--- src/rtl/cbm_pkg.sv ---
// Shared types and constants for the cartridge bank mapper.
// Used by cbm_regs, cbm_map, cartridge_bank_mapper_irq and tb_top; no dependencies.
package cbm_pkg;

  localparam int CHR_SLOTS = 8;
  localparam int CHR_SEL_W = $clog2(CHR_SLOTS);
  localparam int PRG_SLOTS = 3;

  // Request operation codes
  typedef enum logic [1:0] {
    OP_CPU_WRITE = 2'd0,
    OP_CPU_TICK  = 2'd1,
    OP_CPU_READ  = 2'd2,
    OP_PPU_READ  = 2'd3
  } op_t;

  // 6000h slot modes
  typedef enum logic [1:0] {
    MODE_ROM  = 2'd0,
    MODE_RAM  = 2'd1,
    MODE_NONE = 2'd2
  } slot_mode_t;

  // Target memory kinds
  typedef enum logic [1:0] {
    KIND_PRG_ROM = 2'd0,
    KIND_PRG_RAM = 2'd1,
    KIND_CHR     = 2'd2,
    KIND_NT      = 2'd3
  } mem_kind_t;

  // Mirroring modes
  localparam logic [1:0] MIR_VERT  = 2'd0;
  localparam logic [1:0] MIR_HORZ  = 2'd1;
  localparam logic [1:0] MIR_LOW   = 2'd2;
  localparam logic [1:0] MIR_HIGH  = 2'd3;

  // Parameter command codes (0-7 are CHR banks)
  localparam logic [3:0] CMD_SLOT     = 4'h8;
  localparam logic [3:0] CMD_PRG0     = 4'h9;
  localparam logic [3:0] CMD_PRG1     = 4'hA;
  localparam logic [3:0] CMD_PRG2     = 4'hB;
  localparam logic [3:0] CMD_MIRROR   = 4'hC;
  localparam logic [3:0] CMD_IRQ_CTRL = 4'hD;
  localparam logic [3:0] CMD_CNT_LO   = 4'hE;
  localparam logic [3:0] CMD_CNT_HI   = 4'hF;

  // Configuration register indexes
  localparam int CFG_IDX_W = 3;
  localparam logic [CFG_IDX_W-1:0] CFG_PRG_ROM_MASK = 3'd0;
  localparam logic [CFG_IDX_W-1:0] CFG_PRG_RAM_MASK = 3'd1;
  localparam logic [CFG_IDX_W-1:0] CFG_RAM_PRESENT  = 3'd2;
  localparam logic [CFG_IDX_W-1:0] CFG_CHR_MASK     = 3'd3;

  // CPU address windows, by A15..A13
  localparam logic [2:0] WIN_SLOT  = 3'b011;
  localparam logic [2:0] WIN_CMD   = 3'b100;
  localparam logic [2:0] WIN_PARAM = 3'b101;
  localparam logic [2:0] WIN_ASEL  = 3'b110;
  localparam logic [2:0] WIN_ADATA = 3'b111;

  // Sound register numbers that are forwarded
  localparam logic [3:0] AUD_LAST_LO = 4'h5;
  localparam logic [3:0] AUD_FIRST_HI = 4'h7;
  localparam logic [3:0] AUD_LAST_HI = 4'hA;

  typedef struct packed {
    op_t         opcode;
    logic [15:0] address;
    logic [7:0]  data;
  } cbm_item_t;

  // Mapping state seen by the address decoder
  typedef struct packed {
    logic [5:0]                     prg_rom_mask;
    logic [5:0]                     prg_ram_mask;
    logic                           ram_present;
    logic [7:0]                     chr_mask;
    logic [CHR_SLOTS-1:0][7:0]      chr_banks;
    logic [PRG_SLOTS-1:0][5:0]      prg_banks;
    logic [5:0]                     low_slot_bank;
    slot_mode_t                     low_slot_mode;
    logic                           ram_we;
    logic [1:0]                     mirroring;
    logic [3:0]                     audio_select;
  } cbm_state_t;

  typedef struct packed {
    logic        mem_valid;
    mem_kind_t   mem_kind;
    logic [18:0] mem_offset;
    logic        ram_write_strobe;
    logic        audio_strobe;
    logic [3:0]  audio_reg;
    logic [7:0]  audio_data;
  } cbm_result_t;

endpackage

--- src/rtl/cbm_regs.sv ---
// Mapper register file: configuration, bank/command registers and IRQ counter.
// Depends on cbm_pkg.
module cbm_regs (
  input  logic                          clk,
  input  logic                          rst_n,
  input  logic                          cfg_we,
  input  logic [cbm_pkg::CFG_IDX_W-1:0] cfg_index,
  input  logic [7:0]                    cfg_wdata,
  input  logic                          step_en,
  input  cbm_pkg::cbm_item_t            item,
  output cbm_pkg::cbm_state_t           st,
  output logic                          irq_level_nxt
);
  import cbm_pkg::*;

  cbm_state_t  st_r, st_nxt;
  logic [3:0]  cmd_r, cmd_nxt;
  logic        irq_en_r, irq_en_nxt;
  logic        cnt_en_r, cnt_en_nxt;
  logic        ack_r, ack_nxt;
  logic [15:0] cnt_r, cnt_nxt;
  logic        irq_r;
  logic [2:0]  win;
  logic [7:0]  v;

  assign win = item.address[15:13];
  assign v   = item.data;

  // Next-state logic for one processed request and config writes
  always_comb begin
    st_nxt        = st_r;
    cmd_nxt       = cmd_r;
    irq_en_nxt    = irq_en_r;
    cnt_en_nxt    = cnt_en_r;
    ack_nxt       = ack_r;
    cnt_nxt       = cnt_r;
    irq_level_nxt = irq_r;

    if (step_en) begin
      case (item.opcode)
        OP_CPU_WRITE: begin
          if (win == WIN_CMD) begin
            cmd_nxt = v[3:0];
          end else if (win == WIN_ASEL) begin
            st_nxt.audio_select = v[3:0];
          end else if (win == WIN_PARAM) begin
            if (!cmd_r[3]) begin
              st_nxt.chr_banks[cmd_r[CHR_SEL_W-1:0]] = v;
            end else begin
              case (cmd_r)
                CMD_SLOT: begin
                  st_nxt.ram_we        = v[7];
                  st_nxt.low_slot_bank = v[5:0];
                  if (v[6]) st_nxt.low_slot_mode = v[7] ? MODE_RAM : MODE_NONE;
                  else      st_nxt.low_slot_mode = MODE_ROM;
                end
                CMD_PRG0:     st_nxt.prg_banks[0] = v[5:0];
                CMD_PRG1:     st_nxt.prg_banks[1] = v[5:0];
                CMD_PRG2:     st_nxt.prg_banks[2] = v[5:0];
                CMD_MIRROR:   st_nxt.mirroring = v[1:0];
                CMD_IRQ_CTRL: begin
                  irq_en_nxt = v[0];
                  cnt_en_nxt = v[7];
                  ack_nxt    = 1'b1;
                end
                CMD_CNT_LO:   cnt_nxt = {cnt_r[15:8], v};
                CMD_CNT_HI:   cnt_nxt = {v, cnt_r[7:0]};
                default:      cmd_nxt = cmd_r;
              endcase
            end
          end
        end
        OP_CPU_TICK: begin
          // acknowledge first, then count; wrap from zero sets the line to the IRQ enable
          if (ack_r) begin
            irq_level_nxt = 1'b0;
            ack_nxt       = 1'b0;
          end
          if (cnt_en_r) begin
            cnt_nxt = cnt_r - 16'd1;
            if (cnt_r == 16'd0) irq_level_nxt = irq_en_r;
          end
        end
        default: cmd_nxt = cmd_r;
      endcase
    end

    // Configuration writes
    if (cfg_we) begin
      case (cfg_index)
        CFG_PRG_ROM_MASK: st_nxt.prg_rom_mask = cfg_wdata[5:0];
        CFG_PRG_RAM_MASK: st_nxt.prg_ram_mask = cfg_wdata[5:0];
        CFG_RAM_PRESENT:  st_nxt.ram_present  = cfg_wdata[0];
        CFG_CHR_MASK:     st_nxt.chr_mask     = cfg_wdata;
        default:          st_nxt.chr_mask     = st_r.chr_mask;
      endcase
    end
  end

  always_ff @(posedge clk) begin
    if (!rst_n) begin
      st_r.prg_rom_mask  <= 6'h3F;
      st_r.prg_ram_mask  <= 6'h00;
      st_r.ram_present   <= 1'b1;
      st_r.chr_mask      <= 8'hFF;
      st_r.chr_banks     <= '0;
      st_r.prg_banks     <= '0;
      st_r.low_slot_bank <= 6'h00;
      st_r.low_slot_mode <= MODE_RAM;
      st_r.ram_we        <= 1'b0;
      st_r.mirroring     <= MIR_VERT;
      st_r.audio_select  <= 4'h0;
      cmd_r              <= 4'h0;
      irq_en_r           <= 1'b0;
      cnt_en_r           <= 1'b0;
      ack_r              <= 1'b0;
      cnt_r              <= 16'h0000;
      irq_r              <= 1'b0;
    end else begin
      st_r     <= st_nxt;
      cmd_r    <= cmd_nxt;
      irq_en_r <= irq_en_nxt;
      cnt_en_r <= cnt_en_nxt;
      ack_r    <= ack_nxt;
      cnt_r    <= cnt_nxt;
      irq_r    <= irq_level_nxt;
    end
  end

  assign st = st_r;

endmodule

--- src/rtl/cbm_map.sv ---
// Address decoder: CPU/PPU lookups, PRG RAM writes and sound register forwarding.
// Depends on cbm_pkg; purely combinational.
module cbm_map (
  input  cbm_pkg::cbm_item_t   item,
  input  cbm_pkg::cbm_state_t  st,
  output cbm_pkg::cbm_result_t res
);
  import cbm_pkg::*;

  logic [15:0] a;
  logic [2:0]  win;
  logic [5:0]  prg_bank;
  logic [5:0]  slot_rom_bank;
  logic [5:0]  slot_ram_bank;
  logic [7:0]  chr_bank;
  logic        page;
  logic        slot_ram_ok;

  assign a   = item.address;
  assign win = a[15:13];

  assign slot_rom_bank = st.low_slot_bank & st.prg_rom_mask;
  assign slot_ram_bank = st.low_slot_bank & st.prg_ram_mask;
  assign slot_ram_ok   = (st.low_slot_mode == MODE_RAM) && st.ram_present;
  assign chr_bank      = st.chr_banks[a[10+CHR_SEL_W-1:10]] & st.chr_mask;

  // Switchable 8KB PRG bank for 8000h-DFFFh, fixed last bank above
  always_comb begin
    case (win)
      WIN_CMD:   prg_bank = st.prg_banks[0] & st.prg_rom_mask;
      WIN_PARAM: prg_bank = st.prg_banks[1] & st.prg_rom_mask;
      WIN_ASEL:  prg_bank = st.prg_banks[2] & st.prg_rom_mask;
      default:   prg_bank = st.prg_rom_mask;
    endcase
  end

  // Nametable page select
  always_comb begin
    case (st.mirroring)
      MIR_VERT: page = a[10];
      MIR_HORZ: page = a[11];
      MIR_LOW:  page = 1'b0;
      default:  page = 1'b1;
    endcase
  end

  always_comb begin
    res = '0;
    case (item.opcode)
      OP_CPU_WRITE: begin
        if (win == WIN_SLOT) begin
          if (slot_ram_ok && st.ram_we) begin
            res.mem_valid        = 1'b1;
            res.mem_kind         = KIND_PRG_RAM;
            res.mem_offset       = {slot_ram_bank, a[12:0]};
            res.ram_write_strobe = 1'b1;
          end
        end else if (win == WIN_ADATA) begin
          if (st.audio_select <= AUD_LAST_LO ||
              (st.audio_select >= AUD_FIRST_HI && st.audio_select <= AUD_LAST_HI)) begin
            res.audio_strobe = 1'b1;
            res.audio_reg    = st.audio_select;
            res.audio_data   = item.data;
          end
        end
      end
      OP_CPU_READ: begin
        if (win == WIN_SLOT) begin
          if (st.low_slot_mode == MODE_ROM) begin
            res.mem_valid  = 1'b1;
            res.mem_kind   = KIND_PRG_ROM;
            res.mem_offset = {slot_rom_bank, a[12:0]};
          end else if (slot_ram_ok) begin
            res.mem_valid  = 1'b1;
            res.mem_kind   = KIND_PRG_RAM;
            res.mem_offset = {slot_ram_bank, a[12:0]};
          end
        end else if (a[15]) begin
          res.mem_valid  = 1'b1;
          res.mem_kind   = KIND_PRG_ROM;
          res.mem_offset = {prg_bank, a[12:0]};
        end
      end
      OP_PPU_READ: begin
        if (!a[13]) begin
          res.mem_valid  = 1'b1;
          res.mem_kind   = KIND_CHR;
          res.mem_offset = {1'b0, chr_bank, a[9:0]};
        end else if (a[13:8] != 6'h3F) begin
          res.mem_valid  = 1'b1;
          res.mem_kind   = KIND_NT;
          res.mem_offset = {8'h00, page, a[9:0]};
        end
      end
      default: res = '0;
    endcase
  end

endmodule

--- src/rtl/cartridge_bank_mapper_irq.sv ---
// Cartridge bank mapper with cycle IRQ counter: top level.
// Each request is held in the input register, and its decoded result in the result register.
// Throughput: one request per cycle unless out_ready stalls; update and decode coincide.
// Reset (rst_n, synchronous, active low) empties both stages, loads default masks and
// clears bank, command and IRQ state; the 6000h slot comes up in RAM mode.
// Depends on cbm_pkg, cbm_regs and cbm_map.
module cartridge_bank_mapper_irq (
  input  logic                          clk,
  input  logic                          rst_n,
  input  logic                          cfg_we,
  input  logic [cbm_pkg::CFG_IDX_W-1:0] cfg_index,
  input  logic [7:0]                    cfg_wdata,
  input  logic                          in_valid,
  output logic                          in_ready,
  input  logic [1:0]                    in_opcode,
  input  logic [15:0]                   in_address,
  input  logic [7:0]                    in_data,
  output logic                          out_valid,
  input  logic                          out_ready,
  output logic                          out_irq_line,
  output logic                          out_mem_valid,
  output logic [1:0]                    out_mem_kind,
  output logic [18:0]                   out_mem_offset,
  output logic                          out_ram_write_strobe,
  output logic                          out_audio_strobe,
  output logic [3:0]                    out_audio_reg,
  output logic [7:0]                    out_audio_data
);
  import cbm_pkg::*;

  cbm_item_t   item_r;
  logic        item_v_r;
  logic        step_en;
  cbm_state_t  st;
  cbm_result_t res;
  cbm_result_t res_r;
  logic        irq_nxt;
  logic        irq_out_r;
  logic        out_v_r;

  // Decode stage advances when the result register is free or draining
  assign step_en  = item_v_r && (!out_v_r || out_ready);
  assign in_ready = !item_v_r || step_en;

  // Input register
  always_ff @(posedge clk) begin
    if (!rst_n) begin
      item_v_r <= 1'b0;
    end else if (in_ready) begin
      item_v_r <= in_valid;
    end
  end

  always_ff @(posedge clk) begin
    if (in_valid && in_ready) begin
      item_r <= '{opcode: op_t'(in_opcode), address: in_address, data: in_data};
    end
  end

  cbm_regs u_regs (
    .clk           (clk),
    .rst_n         (rst_n),
    .cfg_we        (cfg_we),
    .cfg_index     (cfg_index),
    .cfg_wdata     (cfg_wdata),
    .step_en       (step_en),
    .item          (item_r),
    .st            (st),
    .irq_level_nxt (irq_nxt)
  );

  cbm_map u_map (
    .item (item_r),
    .st   (st),
    .res  (res)
  );

  // Result register
  always_ff @(posedge clk) begin
    if (!rst_n) begin
      out_v_r <= 1'b0;
    end else if (step_en) begin
      out_v_r <= 1'b1;
    end else if (out_ready) begin
      out_v_r <= 1'b0;
    end
  end

  always_ff @(posedge clk) begin
    if (step_en) begin
      res_r     <= res;
      irq_out_r <= irq_nxt;
    end
  end

  assign out_valid            = out_v_r;
  assign out_irq_line         = irq_out_r;
  assign out_mem_valid        = res_r.mem_valid;
  assign out_mem_kind         = res_r.mem_kind;
  assign out_mem_offset       = res_r.mem_offset;
  assign out_ram_write_strobe = res_r.ram_write_strobe;
  assign out_audio_strobe     = res_r.audio_strobe;
  assign out_audio_reg        = res_r.audio_reg;
  assign out_audio_data       = res_r.audio_data;

endmodule

--- config.mk ---
export PLATFORM = sky130hd
export DESIGN_NAME = cartridge_bank_mapper_irq
export DESIGN_NICKNAME = d
export VERILOG_FILES = /design/src/rtl/cbm_pkg.sv /design/src/rtl/cbm_regs.sv /design/src/rtl/cbm_map.sv /design/src/rtl/cartridge_bank_mapper_irq.sv
export SDC_FILE = /design/constraint.sdc
export NUM_CORES = 1
export LEC_CHECK = 0
export BUFFER_PORTS_ARGS = -buffer_cell sky130_fd_sc_hd__buf_2
export CAP_MARGIN = 30
export CORE_MARGIN = 10
export CORE_UTILIZATION = 55
export CTS_BUF_LIST = sky130_fd_sc_hd__clkbuf_8
export CTS_CLUSTER_DIAMETER = 100
export DETAILED_ROUTE_END_ITERATION = 8
export HOLD_SLACK_MARGIN = 0.05
export PLACE_DENSITY = 0.85
export SKIP_LAST_GASP = 1
export SLEW_MARGIN = 20
export SYNTH_ARGS = -nofsm -noshare
export SYNTH_HDL_FRONTEND = slang
export SYNTH_SLANG_ARGS = --single-unit
--- constraint.sdc ---
create_clock -name clk -period 4.1 [get_ports clk]
set_input_delay 0.615 -clock clk [delete_from_list [all_inputs] [get_ports clk]]
set_output_delay 0.615 -clock clk [all_outputs]
set_load 0.02 [all_outputs]
======== Word level (Yosys, flattened, before mapping) ========
Index checks and enable logic that the tools add are counted.
operators by class
  bitwise gates (word level) .............. 12
  multiplexer cells ....................... 43
  add/sub/neg operators ................... 1
  reductions and logical operators ........ 39
  order comparisons ....................... 6
  equality and inequality tests ........... 34
operators with widths
  operator                                            number
  2-to-1 mux 22 bit                                   6
  2-to-1 mux 16 bit                                   5
  one-hot mux 22 bit (3 select lines)                 1
  bitwise mux 64 bit                                  1
  one-hot mux 16 bit (2 select lines)                 2
  AND reduction 7 bit                                 7
  2-to-1 mux 23 bit                                   2
  == test 4 bit, second input constant                8
  bitwise AND 6 bit                                   5
  binary-select mux 8 bit (select 3 bit)              1
  demux 8 bit (select 3 bit)                          1
  inequality test 2 bit, second input constant        10
  one-hot mux 6 bit (3 select lines)                  1
  AND reduction 9 bit                                 2
  logical NOT 16 bit                                  1
  2-to-1 mux 4 bit                                    4
  2-to-1 mux 8 bit                                    2
  subtractor 16 x 1 -> 16 bit, second input constant  1
  2-to-1 mux 13 bit                                   1
  == test 3 bit, second input constant                4
  2-to-1 mux 1 bit                                    12
  AND reduction 2 bit                                 5
  == test 3 x 2 -> 1 bit, second input constant       3
  bitwise AND 8 bit                                   1
  other kinds (25)                                    49
word-level totals
  logic and storage cells ................. 176
  output and inout bits ................... 39
  register bits ........................... 207
  input port bits ......................... 42

======== Depth between registers and ports, before layout ========
Gate-level depths: netlist of run 1.
  depth after elaboration ................. 7
  mapped depth ............................ 8
  mapped depth without buffers ............ 7

======== By module ========
A second synthesis of run 1 with hierarchy kept.
unflattened totals
  cell total of the unflattened synthesis .. 926
  area total of the unflattened synthesis .. 9142.5 um^2
by module, submodules not included
  module                     cells an instance  times used  area an instance (um^2)  seq. area each (um^2)
  cbm_regs                   688                1           5798.1                   2842.7
  cartridge_bank_mapper_irq  72                 1           1995.7                   1931.9
  cbm_map                    166                1           1348.8                   0.0

======== Worst setup path after synthesis of run 1 ========
OpenSTA, ideal clock, no wires.
  path kind ............................... reg2reg
  from .................................... register item_r[18] (netlist name)
  to ...................................... register res_r, in the netlist out_mem_offset[16], data pin
  stages on the path, launching flop included .. 6
  data arrival time ....................... 2048 ps
  period minus slack after synthesis ...... 2312 ps
  path slack .............................. 1788 ps
  buffers on the path ..................... 2
  required time ........................... 3836 ps
  library setup time ...................... 264 ps
  cell sequence ........................... edfxtp_1 -> clkbuf_1 -> buf_1 -> mux4_2 -> mux2i_1 -> o21ai_0
between the ends
  word-level cells in the longest chain between the ends .. 5
ends and longest elaborated chain
  item                                    RTL line                         source
  start: declaration                      cartridge_bank_mapper_irq.sv:31  cbm_item_t item_r;
  start signal: assignment                cartridge_bank_mapper_irq.sv:56  item_r <= '{opcode: op_t'(in_opcode), address: in_address, data: in_data};
  binary-select mux 8 bit (select 3 bit)  cbm_map.sv:25                    assign chr_bank = st.chr_banks[a[10+CHR_SEL_W-1:10]] & st.chr_mask;
  2-to-1 mux 8 bit (implied by the code)  cbm_map.sv:25
  bitwise AND 8 bit                       cbm_map.sv:25
  2-to-1 mux 22 bit                       cbm_map.sv:85                    if (!a[13]) begin
  one-hot mux 22 bit (3 select lines)     cbm_map.sv:49                    case (item.opcode)
  end signal: assignment                  cartridge_bank_mapper_irq.sv:91  res_r <= res;
  end: declaration                        cartridge_bank_mapper_irq.sv:36  cbm_result_t res_r;
Every way passes these cells. The select of a mux whose other input is x is not followed.
A chain may end at the register's enable or synchronous reset.

======== Final worst setup path of run 1 ========
  from .................................... register item_r[24] (netlist name)
  to ...................................... register u_regs.st_r, in the netlist u_regs.st[83]
between the ends
  word-level cells in the longest chain between the ends .. 2
ends and longest elaborated chain
  item                           RTL line         source
  logical NOT 2 bit              cbm_regs.sv:40   case (item.opcode)
  AND reduction 6 bit (no line)  n/a
  end signal: assignment         cbm_regs.sv:120  st_r <= st_nxt;
  end: declaration               cbm_regs.sv:16   cbm_state_t st_r, st_nxt;
Every way passes these cells.

==> run metrics, run 1 <==
status completed; top cells by area, synth dfxtp_1, edfxtp_1, mux2i_1, nor2b_1, nand2_1; Vias/cell 5.782; Mapped Area 0.009184 mm²; Biggest register u_regs.st; CP Class flip-flop to flip-flop; Synth Net Count 930; Int Pwr 3141 µW; minimum clock period 2.847 ns; DIE AREA 0.02227 mm²; Die Y 149.2 µm; hold endpoint item_r[3]; post-synthesis mux area share 13.24%; Slew Limit Headroom 37.20%; Syn Area/Cell 10.37 µm²; top-area cell type share of the netlist area 31.39%; commonest non-fill, non-tap cells in the layout dfxtp_1, nand2_1, nor2b_1, mux2i_1, buf_2; clock latency on the worst-skew pair 0.52 ns; leakage 0.003769 µW; Area after DPL 0.009696 mm²; first-pass GRT wire length 34940 µm; synth warn 0; post-synth top area cell dfxtp_1; Synth-to-Final Area Change 12.70%; Crit Path Max Fanout 16; CTS tree done; IO Port Bufs 80; hold buffer count at CTS 0; Worst R2R End u_regs.st[83]; CTS H-tree lvls 2; DRC 0; RSZ-0062 raised after global routing false; worst hold start in_data[3]; Comb power frac 5.3%; Cells on Worst Hold Path 1; largest family of logic cells by synthesized area simple AND/OR/NAND/NOR gates; asr flop ratio synth 0%; Worst Tran Pin Value 0.9421 ns; P_sw 992.5 µW; wirelength, routed 21790 µm; ANT nets after route 0; Setup crit end kind flip-flop; Synth Register Bits 207; Post-synth EDFFs 63; clock network power share 41.1%; max-cap viol count 0; clk sinks 207; sequential area share after synthesis 51.99%; Post-CTS Resized 0; Synth Area in XOR/XNOR 0.8583%; CTS root buffer clkbuf_8; final instance area 0.01035 mm²; DRT Pass-1 Iters 5; clock edge transition at the registers on the reported setup and hold paths 0.06 ns; Fmax 351.2 MHz; # setup viols final 0; Synth Area in Simple Gates 20.11%; power after layout 4134 µW; Tcrit/Tclk final 69.45%; CTS buffer count 34; Max clock buf depth 3; pwr dens 399.4 mW/mm²; R2R depth 4; main flop type after synthesis dfxtp_1; vias in the first global route 6754; pin count of the biggest net entering global routing 109; Adder-Cell Fraction of Synth Area 0.2725%; endpoints failing hold 0; Starting DRT DRC Count 715; GRT Overall Usage 19.27%; DIE WIDTH 149.2 µm; # Post-CTS Setup Buffers 0; peak supply drop 0.0002211 V; Rows 47; vias 6880; Post-Synthesis Cells 886; layout cell share with drive strength beyond 1 18.14%; Reg-to-Reg Start item_r[24]; clock skew 0.01396 ns; Routed WL per cell 18.31 µm; worst endpoint required time 4.46 ns; Fill cells 1300; post-synthesis compound-gate area fraction 10.04%; GR Overflow Total 0; GP Congestion 0.9289; Unique masters post-synth 61; initial antenna violation count 0; IO Count 81; sw frac 24.01%; Crit path arrival time 3.21 ns; dpl hpwl 14430 µm; Nets 989; ant diodes 0; Core ar. 0.01647 mm²; TNS Setup 0 ns; hold crit path type input pin to flip-flop; R2R Setup Slk 1.25 ns; commonest non-fill, non-tap cell in the layout dfxtp_1; max reg flops 118; Sequential Power Share 53.6%; Initial Utilization 55.78%; Critical Path Source Type flip-flop; Final Slew Violations 0
-- logic make-up after synthesis --
kind of cell	after synthesis
and+or+nand+nor	344
xor gates and xnor gates	9
buffers and inverters	83
muxes	101
adders and majority gates	2
AOI/OAI and AO/OA	140
DFF	207
-- metal layers --
layer,up-vias,part of all wire [%],track usage [%]
met1,3249,42,24.10
met3,65,7.6,4.551
met5,-,0,0
met4,0,3.7,9.225
met2,276,47,30.83
li1,3290,-,-
-- power by group through the flow --
| stage | Clock, µW | Sequential, µW | Combinational [µW] |
|---|---|---|---|
| CTS | 1720 | 2220 | 218 |
| global route | 1810 | 2220 | 237 |
| detailed placement | 0 | 2260 | 217 |
| global placement | 0 | 2260 | 214 |
| floorplan | 0 | 2240 | 142 |
| finish | 1700 | 2220 | 218 |
-- layout make-up --
class                           count  area, µm²  area share, %
Sequential cell                   207       4775          46.13
Multi-Input combinational cell    596       4108          39.69
Timing Repair Buffer               96      518.0          5.005
Clock buffer                       37      509.2          4.920
Tap cell                          220      275.3          2.660
Clock inverter                     24      127.6          1.233
Inverter                           10      37.54         0.3627
-- metrics by stage --
step / setup slack, ns / instances / hold WS [ns] / utilization (%)
after CTS: 1.279 / 1187 / 0.2567 / 62.75
after floorplan: 1.788 / 886 / 0.4328 / -
final: 1.253 / 1190 / 0.2717 / 62.86
after global routing: 1.020 / 1190 / 0.2556 / 62.86
after global placement: 1.399 / 1126 / 0.4469 / 58.88
after detailed placement: 1.301 / 1126 / 0.4537 / 58.88
-- how the worst max path moves through the flow --
stage,startpoint,end,slack [ns]
detailed placement,item_r[24],u_regs.st[88],1.30
global route,item_r[24],u_regs.st[90],1.02
global placement,item_r[24],u_regs.st[83],1.40
floorplan,item_r[18],out_mem_offset[16],1.79
CTS,item_r[24],u_regs.st[88],1.28
finish,item_r[24],u_regs.st[83],1.25
-- synthesized netlist by cell type (18+ instances only) --
cell type / instances
clkbuf_1: 65
a21boi_0: 25
nor2_1: 22
o21ai_0: 48
and2_1: 18
nand3_1: 49
nor2b_1: 89
mux2i_1: 81
edfxtp_1: 63
dfxtp_1: 144
nand2_1: 98
-- critical path: stages, from the launching register on --
cell and delay [ns]:
edfxtp_1 0.57, or3b_2 0.58, or4b_1 0.70, nor3_2 0.63, o21ai_0 0.21
Power figures use the tool's default switching activity.
==> run 2: changes to the inputs <==
Settings changed: ABC_AREA from default to 1, PLACE_DENSITY 0.85 to 0.84.
Clock period 4.1 ns to 2.92 ns, I/O delays scaled along.
==> run 2 against run 1 <==
Against the previous run:
- final area up 4.6%
- largest power group unchanged
- area after synthesis up 4.7%
- register-to-register slack worse by 0.78 ns
- setup slack worse by 0.78 ns
==> run metrics, run 2 <==
top-area cell type share of the netlist area 29.98% (was 31.39%); Post-Synthesis Cells 1277 (was 886); sequential area share after synthesis 49.66% (was 51.99%); ANT nets after route 0 (unchanged); Synth Register Bits 207 (unchanged); Adder-Cell Fraction of Synth Area 0.2602% (was 0.2725%); Tcrit/Tclk final 83.73% (was 69.45%); Vias/cell 5.498 (was 5.782); Synth Area in Simple Gates 30.79% (was 20.11%); clock latency on the worst-skew pair 0.52 ns (about the same); Worst Tran Pin Value 0.7855 ns (was 0.9421 ns); Critical Path Source Type flip-flop (unchanged); initial antenna violation count 0 (unchanged); Reg-to-Reg Start item_r[23] (was item_r[24]); DRC 0 (unchanged); commonest non-fill, non-tap cell in the layout nand2_1 (was dfxtp_1); # Post-CTS Setup Buffers 0 (unchanged); vias in the first global route 8192 (was 6754); main flop type after synthesis dfxtp_1 (unchanged); Nets 1398 (was 989); Rows 48 (was 47); dpl hpwl 17530 µm (was 14430 µm); count leader, synth nand2_1 (was dfxtp_1); R2R Setup Slk 0.48 ns (was 1.25 ns); Starting DRT DRC Count 991 (was 715); CP Buf/Inv Count 1 (was 0); clock edge transition at the registers on the reported setup and hold paths 0.06 ns (about the same); Unique masters post-synth 35 (was 61); pwr dens 551.5 mW/mm² (was 399.4 mW/mm²); CTS root buffer clkbuf_8 (unchanged); Mapped Area 0.009615 mm² (was 0.009184 mm²); Routed WL per cell 16.03 µm (was 18.31 µm); Crit Path Max Fanout 21 (was 16); commonest non-fill, non-tap cells in the layout nand2_1, nor2_1, nand3_1, dfxtp_1, a21oi_1 (was dfxtp_1, nand2_1, nor2b_1, mux2i_1, buf_2); post-synthesis mux area share 0% (was 13.24%); ant diodes 0 (unchanged); DIE AREA 0.02317 mm² (was 0.02227 mm²); Fmax 409.0 MHz (was 351.2 MHz); slowest cell on the critical path edfxtp_1 (was or4b_1); DRT Pass-1 Iters 6 (was 5); top cells by area, synth dfxtp_1, edfxtp_1, nand2_1, nand3_1, nor2_1 (was dfxtp_1, edfxtp_1, mux2i_1, nor2b_1, nand2_1); wirelength, routed 25630 µm (was 21790 µm); top post-synthesis cells by count nand2_1, nor2_1, nand3_1, dfxtp_1, a21oi_1 (was dfxtp_1, nand2_1, nor2b_1, mux2i_1, clkbuf_1); hold_ws 0.08879 ns (was 0.2717 ns); max incr delay on CP 0.81 ns (was 0.70 ns); clk sinks 207 (unchanged); GP Congestion 0.9540 (was 0.9289); max-cap viol count 0 (unchanged); CP Class flip-flop to flip-flop (unchanged); Crit path arrival time 2.80 ns (was 3.21 ns); IO Port Bufs 80 (unchanged); Worst R2R End u_regs.st[36] (was u_regs.st[83]); Final Slew Violations 0 (unchanged); post-synthesis compound-gate area fraction 11.57% (was 10.04%); Synth Net Count 1321 (was 930); DIE WIDTH 152.2 µm (was 149.2 µm); Synth Area in XOR/XNOR 0.09109% (was 0.8583%); Core ar. 0.01724 mm² (was 0.01647 mm²); IO Count 81 (unchanged); family with the most delay on the worst path simple AND/OR/NAND/NOR gates (unchanged); Synth-to-Final Area Change 12.58% (was 12.70%); max reg flops 118 (unchanged); asr flop ratio synth 0% (unchanged); Initial Utilization 55.79% (was 55.78%); minimum clock period 2.445 ns (was 2.847 ns); endpoints failing hold 0 (unchanged); Cells on Worst Hold Path 1 (unchanged); Crit path top cell by count nand2_1; post-synth top area cell dfxtp_1 (unchanged); first-pass GRT wire length 40970 µm (was 34940 µm); CP Capture Point u_regs.st[36] (was u_regs.st[83]); TNS Setup 0 ns (unchanged); multi-input combinational cell area 0.004106 mm² (was 0.004108 mm²); Post-CTS Resized 0 (unchanged); Post-synth EDFFs 63 (unchanged); synth warn 0 (unchanged); CP Launch Point item_r[23] (was item_r[24]); CTS H-tree lvls 2 (unchanged); worst hold start in_address[14] (was in_data[3]); worst-path cell chain nand3_4 > inv_2 > nand2_1 > nor2_4 > nand2_1 > nand2_1 > a21oi_1 (was or3b_2 > or4b_1 > nor3_2 > o21ai_0); hold crit path type input pin to flip-flop (unchanged); status completed (unchanged); vias 8792 (was 6880); Die Y 152.2 µm (was 149.2 µm); clock skew 0.02275 ns (was 0.01396 ns); layout cell share with drive strength beyond 1 13.61% (was 18.14%); Syn Area/Cell 7.530 µm² (was 10.37 µm²); peak supply drop 0.0003268 V (was 0.0002211 V); # setup viols final 0 (unchanged); R2R depth 7 (was 4); CTS buffer count 34 (unchanged); GR Overflow Total 0 (unchanged); pin count of the biggest net entering global routing 70 (was 109); Max clock buf depth 3 (unchanged); Slew Limit Headroom 47.63% (was 37.20%); RSZ-0062 raised after global routing false (unchanged); Biggest register u_regs.st (unchanged); leakage 0.004613 µW (was 0.003769 µW); largest family of logic cells by synthesized area simple AND/OR/NAND/NOR gates (unchanged); FF/Latch Area 0.004775 mm² (unchanged); GRT Overall Usage 21.08% (was 19.27%); Setup crit end kind flip-flop (unchanged); worst endpoint required time 3.27 ns (was 4.46 ns); WP depth 7 (was 4); CTS tree done (unchanged); hold buffer count at CTS 0 (unchanged); Fill cells 1455 (was 1300)
[run 2: logic make-up after synthesis]
family / count (synthesis)
DFF: 207
and+or+nand+nor: 682
xor gates and xnor gates: 1
adders and majority gates: 2
AOI/OAI and AO/OA: 213
buffers and inverters: 172
[run 2: layout make-up]
class | count | area share, %
clock buffers | 41 | 5.213
repair buffers | 102 | 5.455
multi-input cells | 898 | 37.93
inverters | 111 | 3.849
flip-flops and latches | 207 | 44.11
well taps | 225 | 2.601
clock inverters | 15 | 0.8437
[run 2: stage by stage]
step / utilization [%] / cell area (µm²) / cells / total power, µW / worst slack, ns
after floorplan: - / 9615 / 1277 / 3398 / 0.8836
after global placement: 59.00 / 10170 / 1543 / 3555 / 0.6671
after detailed placement: 59.00 / 10170 / 1543 / 3564 / 0.5946
after CTS: 62.80 / 10830 / 1599 / 5996 / 0.5375
after global routing: 62.80 / 10830 / 1599 / 6168 / 0.3926
final: 62.80 / 10830 / 1599 / 5970 / 0.4751
[run 2: power breakdown]
part / internal (µW) / switching [µW]
Clock: 1350 / 1110
Sequential: 3030 / 68.9
Combinational: 121 / 287
Total: 4510 / 1460
[run 2: worst min path at each step]
stage / slack (ns) / endpoint
CTS: 0.07 / item_r[22]
global route: 0.07 / item_r[22]
finish: 0.09 / item_r[22]
global placement: 0.44 / u_regs.ack_r
floorplan: 0.43 / u_regs.ack_r
detailed placement: 0.45 / u_regs.st[91]
[run 2: per-layer routing]
metal / wire [µm] / GRT usage (%) / up-vias
met5: 0 / 0 / -
met4: 1019 / 10.87 / 0
met3: 2195 / 4.657 / 70
met2: 12230 / 34.37 / 406
met1: 10190 / 25.62 / 3975
li1: - / - / 4341
